===== src/rtl/wcms_pkg.sv =====
// wcms_pkg: shared types and constants of the wash cycle motor sequencer
// used by wcms_cfg, wcms_core and wash_cycle_motor_sequencer_top; no dependencies

package wcms_pkg;

    localparam int unsigned SecW      = 14;  // configured duration width
    localparam int unsigned TimeW     = 17;  // elapsed seconds and phase bound width
    localparam int unsigned MsW       = 12;  // millisecond counter width
    localparam int unsigned DutyW     = 8;
    localparam int unsigned StrengthW = 2;
    localparam int unsigned CfgIdxW   = 3;
    localparam int unsigned CfgDataW  = 14;

    localparam logic [MsW-1:0]   MsMax      = 12'd4095;
    localparam logic [MsW-1:0]   ToggleMs   = 12'd2000;
    localparam logic [DutyW-1:0] WashDuty   = 8'd120;
    localparam logic [DutyW-1:0] RinseDuty  = 8'd100;
    localparam logic [DutyW-1:0] SpinLow    = 8'd100;
    localparam logic [DutyW-1:0] SpinMedium = 8'd175;
    localparam logic [DutyW-1:0] SpinHigh   = 8'd250;

    localparam logic [StrengthW-1:0] StrengthReset = 2'd1;

    typedef enum logic [CfgIdxW-1:0] {
        CFG_FILL_SECONDS  = 3'd0,
        CFG_WASH_SECONDS  = 3'd1,
        CFG_RINSE_SECONDS = 3'd2,
        CFG_SPIN_SECONDS  = 3'd3,
        CFG_SPIN_STRENGTH = 3'd4
    } cfg_index_t;

    typedef enum logic [StrengthW-1:0] {
        STRENGTH_HOLD   = 2'd0,
        STRENGTH_LOW    = 2'd1,
        STRENGTH_MEDIUM = 2'd2,
        STRENGTH_HIGH   = 2'd3
    } strength_t;

    // phase end times of the normal cycle, precomputed from the durations
    typedef struct packed {
        logic             normal_cycle;  // fill and rinse both nonzero
        logic [TimeW-1:0] fill1_end;     // f
        logic [TimeW-1:0] wash_end;      // f + w
        logic [TimeW-1:0] drain1_end;    // w + 2f
        logic [TimeW-1:0] fill2_end;     // w + 3f
        logic [TimeW-1:0] rinse_end;     // w + 3f + r
        logic [TimeW-1:0] drain2_end;    // w + 4f + r
        logic [TimeW-1:0] spin_end;      // w + 4f + r + s
        logic [TimeW-1:0] spin_only_end; // s
        strength_t        strength;
    } cycle_bounds_t;

endpackage


===== src/rtl/wcms_cfg.sv =====
// wcms_cfg: configuration registers and registered phase end times
// depends on wcms_pkg

module wcms_cfg (
    input  logic                             aclk,
    input  logic                             aresetn,
    input  logic                             cfg_valid,
    input  logic [wcms_pkg::CfgIdxW-1:0]     cfg_index,
    input  logic [wcms_pkg::CfgDataW-1:0]    cfg_data,
    output wcms_pkg::cycle_bounds_t          bounds
);

    logic [wcms_pkg::SecW-1:0]      fill_reg, wash_reg, rinse_reg, spin_reg;
    logic [wcms_pkg::StrengthW-1:0] strength_reg;
    wcms_pkg::cycle_bounds_t        bounds_reg, bounds_next;

    logic [wcms_pkg::TimeW-1:0] f, w, r, s;

    always_ff @(posedge aclk) begin
        if (!aresetn) begin
            fill_reg     <= '0;
            wash_reg     <= '0;
            rinse_reg    <= '0;
            spin_reg     <= '0;
            strength_reg <= wcms_pkg::StrengthReset;
        end else if (cfg_valid) begin
            unique case (cfg_index)
                wcms_pkg::CFG_FILL_SECONDS:  fill_reg  <= cfg_data;
                wcms_pkg::CFG_WASH_SECONDS:  wash_reg  <= cfg_data;
                wcms_pkg::CFG_RINSE_SECONDS: rinse_reg <= cfg_data;
                wcms_pkg::CFG_SPIN_SECONDS:  spin_reg  <= cfg_data;
                wcms_pkg::CFG_SPIN_STRENGTH:
                    strength_reg <= cfg_data[wcms_pkg::StrengthW-1:0];
                default: ;
            endcase
        end
    end

    always_comb begin
        f = wcms_pkg::TimeW'(fill_reg);
        w = wcms_pkg::TimeW'(wash_reg);
        r = wcms_pkg::TimeW'(rinse_reg);
        s = wcms_pkg::TimeW'(spin_reg);
        bounds_next.normal_cycle  = (fill_reg != '0) && (rinse_reg != '0);
        bounds_next.fill1_end     = f;
        bounds_next.wash_end      = f + w;
        bounds_next.drain1_end    = w + (f << 1);
        bounds_next.fill2_end     = w + (f << 1) + f;
        bounds_next.rinse_end     = w + (f << 1) + f + r;
        bounds_next.drain2_end    = w + (f << 2) + r;
        bounds_next.spin_end      = w + (f << 2) + r + s;
        bounds_next.spin_only_end = s;
        bounds_next.strength      = wcms_pkg::strength_t'(strength_reg);
    end

    // bounds are registered from the configuration registers after a write
    always_ff @(posedge aclk) begin
        if (!aresetn) begin
            bounds_reg <= '0;
        end else begin
            bounds_reg <= bounds_next;
        end
    end

    assign bounds = bounds_reg;

endmodule


===== src/rtl/wcms_core.sv =====
// wcms_core: input register, phase decode, motor state and result register
// depends on wcms_pkg

module wcms_core (
    input  logic                          aclk,
    input  logic                          aresetn,
    input  wcms_pkg::cycle_bounds_t       bounds,
    input  logic                          s_valid,
    output logic                          s_ready,
    input  logic                          s_machine_enabled,
    input  logic                          s_run_request,
    input  logic [wcms_pkg::TimeW-1:0]    s_elapsed_seconds,
    input  logic                          s_ms_tick,
    output logic                          m_valid,
    input  logic                          m_ready,
    output logic [wcms_pkg::DutyW-1:0]    m_motor_duty,
    output logic                          m_drive_forward,
    output logic                          m_drive_reverse
);

    typedef enum logic [3:0] {
        PH_FILL1, PH_WASH, PH_DRAIN1, PH_FILL2, PH_RINSE,
        PH_DRAIN2, PH_SPIN, PH_DONE
    } phase_t;

    // input register
    logic                       in_valid_reg;
    logic                       enabled_reg, run_reg, tick_reg;
    logic [wcms_pkg::TimeW-1:0] t_reg;

    // motor state; the hold registers double as the result register
    logic                       out_valid_reg, out_valid_next;
    logic [wcms_pkg::MsW-1:0]   ms_reg, ms_next, ms_inc;
    logic                       wash_tog_reg, wash_tog_next;
    logic                       rinse_tog_reg, rinse_tog_next;
    logic [wcms_pkg::DutyW-1:0] duty_reg, duty_next;
    logic                       fwd_reg, fwd_next;
    logic                       rev_reg, rev_next;

    logic                       advance;
    phase_t                     phase;
    logic [wcms_pkg::TimeW:0]   t_plus2;
    logic                       fill1_clear, fill2_clear;

    assign advance = in_valid_reg && (!out_valid_reg || m_ready);
    assign s_ready = !in_valid_reg || advance;

    always_ff @(posedge aclk) begin
        if (!aresetn) begin
            in_valid_reg <= 1'b0;
        end else if (s_ready) begin
            in_valid_reg <= s_valid;
        end
    end

    always_ff @(posedge aclk) begin
        if (s_valid && s_ready) begin
            enabled_reg <= s_machine_enabled;
            run_reg     <= s_run_request;
            t_reg       <= s_elapsed_seconds;
            tick_reg    <= s_ms_tick;
        end
    end

    // phase decode, first matching window wins
    always_comb begin
        if (!bounds.normal_cycle) begin
            phase = (t_reg < bounds.spin_only_end) ? PH_SPIN : PH_DONE;
        end else begin
            priority if (t_reg < bounds.fill1_end)  phase = PH_FILL1;
            else if (t_reg < bounds.wash_end)       phase = PH_WASH;
            else if (t_reg < bounds.drain1_end)     phase = PH_DRAIN1;
            else if (t_reg < bounds.fill2_end)      phase = PH_FILL2;
            else if (t_reg < bounds.rinse_end)      phase = PH_RINSE;
            else if (t_reg < bounds.drain2_end)     phase = PH_DRAIN2;
            else if (t_reg < bounds.spin_end)       phase = PH_SPIN;
            else                                    phase = PH_DONE;
        end
    end

    // more than two seconds before the end of a fill phase
    assign t_plus2     = {1'b0, t_reg} + (wcms_pkg::TimeW+1)'(2);
    assign fill1_clear = t_plus2 < {1'b0, bounds.fill1_end};
    assign fill2_clear = t_plus2 < {1'b0, bounds.fill2_end};

    assign ms_inc = (tick_reg && (ms_reg != wcms_pkg::MsMax)) ? ms_reg + 1'b1 : ms_reg;

    always_comb begin
        ms_next        = ms_inc;
        wash_tog_next  = wash_tog_reg;
        rinse_tog_next = rinse_tog_reg;
        duty_next      = duty_reg;
        fwd_next       = fwd_reg;
        rev_next       = rev_reg;
        if (enabled_reg) begin
            if (!run_reg) begin
                duty_next = '0;
            end else begin
                unique case (phase)
                    PH_FILL1: begin
                        duty_next = '0;
                        if (fill1_clear) ms_next = '0;
                    end
                    PH_FILL2: begin
                        duty_next = '0;
                        if (fill2_clear) ms_next = '0;
                    end
                    PH_DRAIN1, PH_DRAIN2: begin
                        duty_next = '0;
                    end
                    PH_WASH: begin
                        if (ms_inc > wcms_pkg::ToggleMs) begin
                            ms_next       = '0;
                            wash_tog_next = !wash_tog_reg;
                            fwd_next      = !wash_tog_reg;
                            rev_next      = wash_tog_reg;
                            duty_next     = wcms_pkg::WashDuty;
                        end
                    end
                    PH_RINSE: begin
                        if (ms_inc > wcms_pkg::ToggleMs) begin
                            ms_next        = '0;
                            rinse_tog_next = !rinse_tog_reg;
                            fwd_next       = !rinse_tog_reg;
                            rev_next       = rinse_tog_reg;
                            duty_next      = wcms_pkg::RinseDuty;
                        end
                    end
                    PH_SPIN: begin
                        unique case (bounds.strength)
                            wcms_pkg::STRENGTH_LOW: begin
                                fwd_next  = 1'b1;
                                rev_next  = 1'b0;
                                duty_next = wcms_pkg::SpinLow;
                            end
                            wcms_pkg::STRENGTH_MEDIUM: begin
                                fwd_next  = 1'b1;
                                rev_next  = 1'b0;
                                duty_next = wcms_pkg::SpinMedium;
                            end
                            wcms_pkg::STRENGTH_HIGH: begin
                                fwd_next  = 1'b1;
                                rev_next  = 1'b0;
                                duty_next = wcms_pkg::SpinHigh;
                            end
                            default: ;
                        endcase
                    end
                    PH_DONE: begin
                        ms_next        = '0;
                        wash_tog_next  = 1'b0;
                        rinse_tog_next = 1'b0;
                        duty_next      = '0;
                    end
                    default: ;
                endcase
            end
        end
    end

    always_comb begin
        if (advance) begin
            out_valid_next = 1'b1;
        end else if (m_ready) begin
            out_valid_next = 1'b0;
        end else begin
            out_valid_next = out_valid_reg;
        end
    end

    always_ff @(posedge aclk) begin
        if (!aresetn) begin
            out_valid_reg <= 1'b0;
            ms_reg        <= '0;
            wash_tog_reg  <= 1'b0;
            rinse_tog_reg <= 1'b0;
            duty_reg      <= '0;
            fwd_reg       <= 1'b0;
            rev_reg       <= 1'b0;
        end else begin
            out_valid_reg <= out_valid_next;
            if (advance) begin
                ms_reg        <= ms_next;
                wash_tog_reg  <= wash_tog_next;
                rinse_tog_reg <= rinse_tog_next;
                duty_reg      <= duty_next;
                fwd_reg       <= fwd_next;
                rev_reg       <= rev_next;
            end
        end
    end

    assign m_valid         = out_valid_reg;
    assign m_motor_duty    = duty_reg;
    assign m_drive_forward = fwd_reg;
    assign m_drive_reverse = rev_reg;

endmodule


===== src/rtl/wash_cycle_motor_sequencer_top.sv =====
// wash_cycle_motor_sequencer_top: top level of the wash cycle motor sequencer
// depends on wcms_pkg, wcms_cfg and wcms_core

// Motor sequencer for a washing machine cycle. Each item is one evaluation:
// the block decodes the phase (fill, wash, drain, fill, rinse, drain, spin,
// done) from elapsed_seconds and the configured durations, reverses the motor
// each time the internal millisecond counter passes 2000 during wash (duty 120)
// and rinse (duty 100), forces duty 0 in fill, drain, pause and at cycle end,
// and spins forward at the strength-selected duty. A zero fill or rinse time
// runs spin only. Every item returns exactly one result: the held duty and
// direction levels. Timing: an item is taken into the input register and
// moves on to the result register when that register is empty or being read,
// so a stall with m_ready low can hold it there; one item is taken per clock
// while m_ready is high. The limit is the single path from the input register
// through phase compare and state update into the motor state registers. The
// result register stalls with m_ready low while the input register still takes
// one more item. Configuration writes are always accepted (cfg_ready is tied
// high) and must be done while idle; the phase end times are registered from
// the written values.

module wash_cycle_motor_sequencer_top (
    input  logic                          aclk,
    input  logic                          aresetn,
    // configuration write channel
    input  logic                          cfg_valid,
    output logic                          cfg_ready,
    input  logic [wcms_pkg::CfgIdxW-1:0]  cfg_index,
    input  logic [wcms_pkg::CfgDataW-1:0] cfg_data,
    // input items
    input  logic                          s_valid,
    output logic                          s_ready,
    input  logic                          s_machine_enabled,
    input  logic                          s_run_request,
    input  logic [wcms_pkg::TimeW-1:0]    s_elapsed_seconds,
    input  logic                          s_ms_tick,
    // result items
    output logic                          m_valid,
    input  logic                          m_ready,
    output logic [wcms_pkg::DutyW-1:0]    m_motor_duty,
    output logic                          m_drive_forward,
    output logic                          m_drive_reverse
);

    wcms_pkg::cycle_bounds_t bounds;

    // writes never stall
    assign cfg_ready = 1'b1;

    // durations, strength and precomputed phase end times
    wcms_cfg u_cfg (
        .aclk      (aclk),
        .aresetn   (aresetn),
        .cfg_valid (cfg_valid),
        .cfg_index (cfg_index),
        .cfg_data  (cfg_data),
        .bounds    (bounds)
    );

    // item pipeline and motor state
    wcms_core u_core (
        .aclk              (aclk),
        .aresetn           (aresetn),
        .bounds            (bounds),
        .s_valid           (s_valid),
        .s_ready           (s_ready),
        .s_machine_enabled (s_machine_enabled),
        .s_run_request     (s_run_request),
        .s_elapsed_seconds (s_elapsed_seconds),
        .s_ms_tick         (s_ms_tick),
        .m_valid           (m_valid),
        .m_ready           (m_ready),
        .m_motor_duty      (m_motor_duty),
        .m_drive_forward   (m_drive_forward),
        .m_drive_reverse   (m_drive_reverse)
    );

endmodule

===== config.mk =====
export PLATFORM = sky130hd
export DESIGN_NAME = wash_cycle_motor_sequencer_top
export DESIGN_NICKNAME = d
export VERILOG_FILES = /design/src/rtl/wcms_pkg.sv /design/src/rtl/wcms_cfg.sv /design/src/rtl/wcms_core.sv /design/src/rtl/wash_cycle_motor_sequencer_top.sv
export SDC_FILE = /design/constraint.sdc
export NUM_CORES = 1
export LEC_CHECK = 0
export BUFFER_PORTS_ARGS = -buffer_cell sky130_fd_sc_hd__buf_2
export CAP_MARGIN = 30
export CORE_UTILIZATION = 35
export DETAILED_ROUTE_END_ITERATION = 10
export PLACE_DENSITY = 0.59
export SLEW_MARGIN = 20
export SYNTH_ARGS = -nofsm -noshare
export SYNTH_HDL_FRONTEND = slang
export SYNTH_SLANG_ARGS = --single-unit

===== constraint.sdc =====
create_clock -name aclk -period 4.91 [get_ports aclk]
set_input_delay 0.2455 -clock aclk [delete_from_list [all_inputs] [get_ports aclk]]
set_output_delay 0.2455 -clock aclk [all_outputs]
set_load 0.02 [all_outputs]

# After elaboration in Yosys (flattened, before gate mapping)
# Index checks and enable logic that the tools add are counted.
[word_totals]
regBits = 243
wordCells = 134
[op_classes]
addsub = 9
magnitude_cmp = 11
eq_ne = 22
n_mux = 33
reduce_logical = 30
[ops]
columns = ["cell", "n"]
rows = [
  ["17-bit < comparator", 8],
  ["12-bit 2-to-1 mux", 6],
  ["17-bit by 14-bit adder with 17-bit output", 4],
  ["12-bit case mux with 4 select lines", 1],
  ["18-bit by 17-bit < comparator with 1-bit output", 2],
  ["8-bit case mux with 4 select lines", 1],
  ["4-bit 2-to-1 mux", 7],
  ["14-bit nonzero test", 2],
  ["8-bit 2-to-1 mux", 3],
  ["8-bit case mux with 3 select lines", 1],
  ["17-bit by 2-bit adder with 18-bit output, second input constant", 1],
  ["14-bit by 16-bit adder with 17-bit output", 1],
  ["14-bit by 15-bit adder with 16-bit output", 1],
  ["4-bit by 3-bit == test with 1-bit output, second input constant", 4],
  ["14-bit by 14-bit adder with 15-bit output", 1],
  ["12-bit by 1-bit adder with 12-bit output, second input constant", 1],
  ["12-bit by 11-bit greater-than comparator with 1-bit output, second input constant", 1],
  ["12-bit != test, second input constant", 1],
  ["1-bit 2-to-1 mux", 10],
  ["5-bit != test, second input constant", 2],
  ["2-bit AND reduction", 5],
  ["5-bit AND reduction", 2],
  ["4-bit by 2-bit == test with 1-bit output, second input constant", 2],
  ["7-bit AND reduction", 1],
  ["22 further kinds", 37],
]

# Logic depth before layout (Yosys ltp)
[logic_depth]
word_depth = 14
ltp_mapped = 21

# Modules after synthesis
# A second synthesis with hierarchy kept.
[hier_totals]
hier_cells = 1840
hier_area_um2 = 15905.3
[modules_own_cells]
columns = ["module", "instances", "cells_per_inst", "area_per_inst_um2", "seq_area_each_um2"]
rows = [
  ["wcms_cfg", 1, 1051, 9497.9, 3743.6],
  ["wcms_core", 1, 787, 6396.1, 1101.1],
  ["wash_cycle_motor_sequencer_top", 1, 2, 11.3, 0.0],
]

# Worst setup path after synthesis
# Ideal clock, no wire load.
[synth_timing]
path_kind = "flip-flop to flip-flop"
startpoint = "register u_cfg.fill_reg[1] (netlist bit)"
endpoint = "register u_cfg.bounds_reg, in the netlist u_cfg.bounds[68]"
setup_ns = 0.128
t_arrival_ns = 3.993
required_ns = 4.782
slack_ns = 0.789
path_stages_with_launch = 20
n_path_buf = 0
path_cell_list = "dfxtp_1 > inv_1 > fa_1 > inv_1 > ha_1 > nor2b_1 > o31a_1 > o211ai_1 > nand2_1 > a21o_1 > xor2_1 > ha_1 > nand3_1 > nand2_1 > a41oi_1 > a211o_1 > o311ai_0 > o21ai_0 > xnor2_1 > nor2_1"
[synth_rtl]
columns = ["item", "line", "rtl"]
rows = [
  ["start, declared", "wcms_cfg.sv:13", "logic [wcms_pkg::SecW-1:0] fill_reg, wash_reg, rinse_reg, spin_reg;"],
  ["start signal, assigned", "wcms_cfg.sv:28", "wcms_pkg::CFG_FILL_SECONDS: fill_reg <= cfg_data;"],
  ["end signal, assigned", "wcms_cfg.sv:61", "bounds_reg <= bounds_next;"],
  ["end, declared", "wcms_cfg.sv:15", "wcms_pkg::cycle_bounds_t bounds_reg, bounds_next;"],
]

==> impl_metrics.env <==
export IMPL_path_delay_family="simple AND/OR/NAND/NOR gates"
export IMPL_place_ws_ns=0.289
export IMPL_timing_fmax_mhz=218
export IMPL_die_width_um=211
export IMPL_slowest_stage="fa_1"
export IMPL_fin_ws_ns=0.312
export IMPL_syn_num_nets=2070
export IMPL_dr_pass1_iters=7
export IMPL_cpMostUsedCell="xnor2_1"
export IMPL_crit_type="reg -> reg"
export IMPL_port_buffers=53
export IMPL_synth_ff_latch_count=232
export IMPL_peakVddDrop_mv=0.205
export IMPL_worstMarginPinSlew_ns=0.912
export IMPL_synth_top_family_by_area="adder cells"
export IMPL_ys_async_sr_fraction_pct=0
export IMPL_grt_setup_unrepaired="no"
export IMPL_leakage_nw=7.43
export IMPL_routabilityCongestion=0.900
export IMPL_cp_slowest_stage_delay_ns=0.49
export IMPL_synthAdderAreaFrac_pct=21.5
export IMPL_clock_path_buffers=3
export IMPL_core_um2=43100
export IMPL_clock_latency_ns=0.55
export IMPL_yosysTopAreaCell="dfxtp_1"
export IMPL_worstPathMaxFanout=7
export IMPL_synth_edff_count=20
export IMPL_row_count=76
export IMPL_synth_area_um2=15300
export IMPL_grt_max_degree=73
export IMPL_nets=2163
export IMPL_initial_core_util_pct=35.4
export IMPL_postSynthCellCount=1776
export IMPL_syn_mean_instance_area_um2=8.60
export IMPL_synth_compound_area_share_pct=16.2
export IMPL_drt_iter0_drc=752
export IMPL_slew_viol_final=0
export IMPL_reg2reg_from="u_cfg.fill_reg[1]$_SDFFE_PN0P_"
export IMPL_drc_errors=0
export IMPL_finClkSkew_ns=0.00869
export IMPL_n_antenna_cell=0
export IMPL_hold_path_class="in -> reg"
export IMPL_critPathRequiredTime_ns=5.33
export IMPL_die_area_um2=44500
export IMPL_holdCritStartpoint="m_ready"
export IMPL_status="completed"
export IMPL_syn_to_final_growth_pct=15.0
export IMPL_synth_seq_area_share_pct=31.7
export IMPL_yosys_warnings=0
export IMPL_synth_simple_gate_area_share_pct=19.8
export IMPL_synth_distinct_cells=82
export IMPL_io_pins=55
export IMPL_max_cap_violations=0
export IMPL_critical_path_startpoint_type="flip-flop"
export IMPL_power_density_nw_per_um2=269
export IMPL_largest_reg_flops=129
export IMPL_cts_tree="built"
export IMPL_ant_nets=0
export IMPL_period_needed_ns=4.60
export IMPL_end_kind="flip-flop"
export IMPL_fin_crit_sh_pct=93.6
export IMPL_overflow=0
export IMPL_finalSetupTns_ns=0
export IMPL_vias=12700
export IMPL_root_buffer="clkbuf_16"
export IMPL_antenna_found_initial=1
export IMPL_cp_arrival_ns=5.01
export IMPL_maxSlewHeadroom_pct=39.1
export IMPL_path_clk_slew_ns=0.06
export IMPL_synth_xor_xnor_area_share_pct=5.05
export IMPL_grt_first_pass_wirelength_mm=68.5
export IMPL_post_drt_via_cell_ratio=5.14
export IMPL_cts_sinks=232
export IMPL_synth_top_area_share_pct=27.8
export IMPL_wl_per_cell_um=17.6
export IMPL_fp_dieH_um=211
export IMPL_hpwl_mm=34.0
export IMPL_crit_start="u_cfg.fill_reg[1]$_SDFFE_PN0P_"
export IMPL_hold_violations=0
export IMPL_grt_usage_pct=19.7
export IMPL_grt_pass1_vias=12600
export IMPL_cts_made_buffers=27
export IMPL_final_setup_viol_count=0
export IMPL_crit_chain="inv_1, fa_1, inv_1, a21o_1, a41o_1, nor2_1, xnor2_1, ha_1, and3_1, nand3_1, and3b_1, xnor2_1, ha_1, and3_1, a211oi_1, or3_1, o21ai_0, xnor2_1, nor2_1"
export IMPL_post_cts_setup_buffers=0
export IMPL_layout_drive_gt1_share_pct=7.68
export IMPL_synth_flop_cell="dfxtp_1"
export IMPL_synth_top_cells_by_area="dfxtp_1, ha_1, a21oi_1"
export IMPL_finalPower_mw=4.71
export IMPL_path_buf_inv=2
export IMPL_synthMuxAreaShare_pct=0.598
export IMPL_wirelength_mm=43.5
export IMPL_htreeDepth=1
[Yosys cell counts (5+ instances only)]
cell type  instances
or2_2              8
xor2_1            33
nor4_1            14
o21a_1             7
nor2_1           122
inv_1            155
and3_1            21
nor2b_1           26
nand3b_1           8
nand4_1           25
nor3_1            45
o211ai_1           8
xnor2_1           55
a211o_1            6
a31oi_1           18
mux2i_1            8
nand3_1           46
a21boi_0           5
dfxtp_1          212
clkbuf_1          41
fa_1              18
ha_1             234
nand2_1          175
nand2b_1          14
edfxtp_1          20
a21o_1            40
o21bai_1           6
or3_1              8
o21ai_0           57
o31ai_1            6
a2111oi_0          8
and2_1            84
a211oi_1          15
a21oi_1          146
[final timing paths]
kind                                                       endpoint  depth (start not counted)  slack [ns]
worst max register to register          u_cfg.bounds[67]$_SDFF_PN0_                         19        0.31
worst min-delay path                    u_core.m_valid$_SDFFE_PN0P_                          4        0.02
worst min register to register  u_core.m_drive_forward$_SDFFE_PN0P_                          2        0.47
worst max-delay path                    u_cfg.bounds[67]$_SDFF_PN0_                         19        0.31
[power by group]
part / switching [mW] / total [mW] / internal, mW
Combinational: 0.344 / 0.590 / 0.246
Sequential: 0.0574 / 2.02 / 1.96
Clock: 0.812 / 2.10 / 1.29
Total: 1.21 / 4.71 / 3.50
[cells in the final DEF (no fill, tap or decap), drive strengths merged, types with 21 or more instances in the layout]
master / n
ha: 234
dfxtp: 212
nand2: 175
inv: 155
a21oi: 146
nor2: 122
and2: 85
buf: 76
o21ai: 61
xnor2: 55
nand3: 46
nor3: 45
a21o: 41
clkbuf: 41
dlygate4sd3: 35
xor2: 33
nor2b: 26
nand4: 25
and3: 21
[tightest hold or removal path, stage by stage]
cell and delay [ns]:
buf_2 0.08, nor2b_1 0.07, nor2_1 0.09, nor2_1 0.04
[through the flow]
stage / hold slack, ns / instances / cell area (µm²) / util, %
after floorplan: 0.344 / 1776 / 15300 / -
after global placement: 0.422 / 2388 / 16200 / 37.7
after detailed placement: 0.424 / 2390 / 16300 / 37.7
after CTS: 0.00102 / 2474 / 17500 / 40.7
after global routing: 0.0715 / 2474 / 17600 / 40.7
final: 0.0217 / 2474 / 17600 / 40.7
[layout make-up]
cell class | count | area [µm²]
Clock inverter | 8 | 91.3
Clock buffer | 41 | 851
Timing Repair Buffer | 111 | 796
Tap cell | 585 | 732
Multi-Input combinational cell | 1342 | 9650
Fill cell | 4258 | 25500
Inverter | 155 | 583
Sequential cell | 232 | 4840
[layer usage]
metal,global-route usage [%],vias to the layer above,wire length [µm]
li1,-,6417,-
met1,27.2,5953,21000
met2,32.0,267,19400
met3,2.22,68,1960
met4,6.45,2,1150
met5,0,-,13
[kinds of logic after synthesis]
logic type      count (synthesis)
fa+ha+maj                     252
mux                             9
compound gates                379
other cells                     1
buf+inv                       202
xor+xnor                       88
simple gates                  613
flops                         232
[what timing repair did]
item,in CTS,in global routing
resized for setup,0,3
endpoints found under the hold margin,77,0
hold buffers,35,0
setup endpoints to repair,0,1
Note: power is estimated with default switching activity, not from simulation.
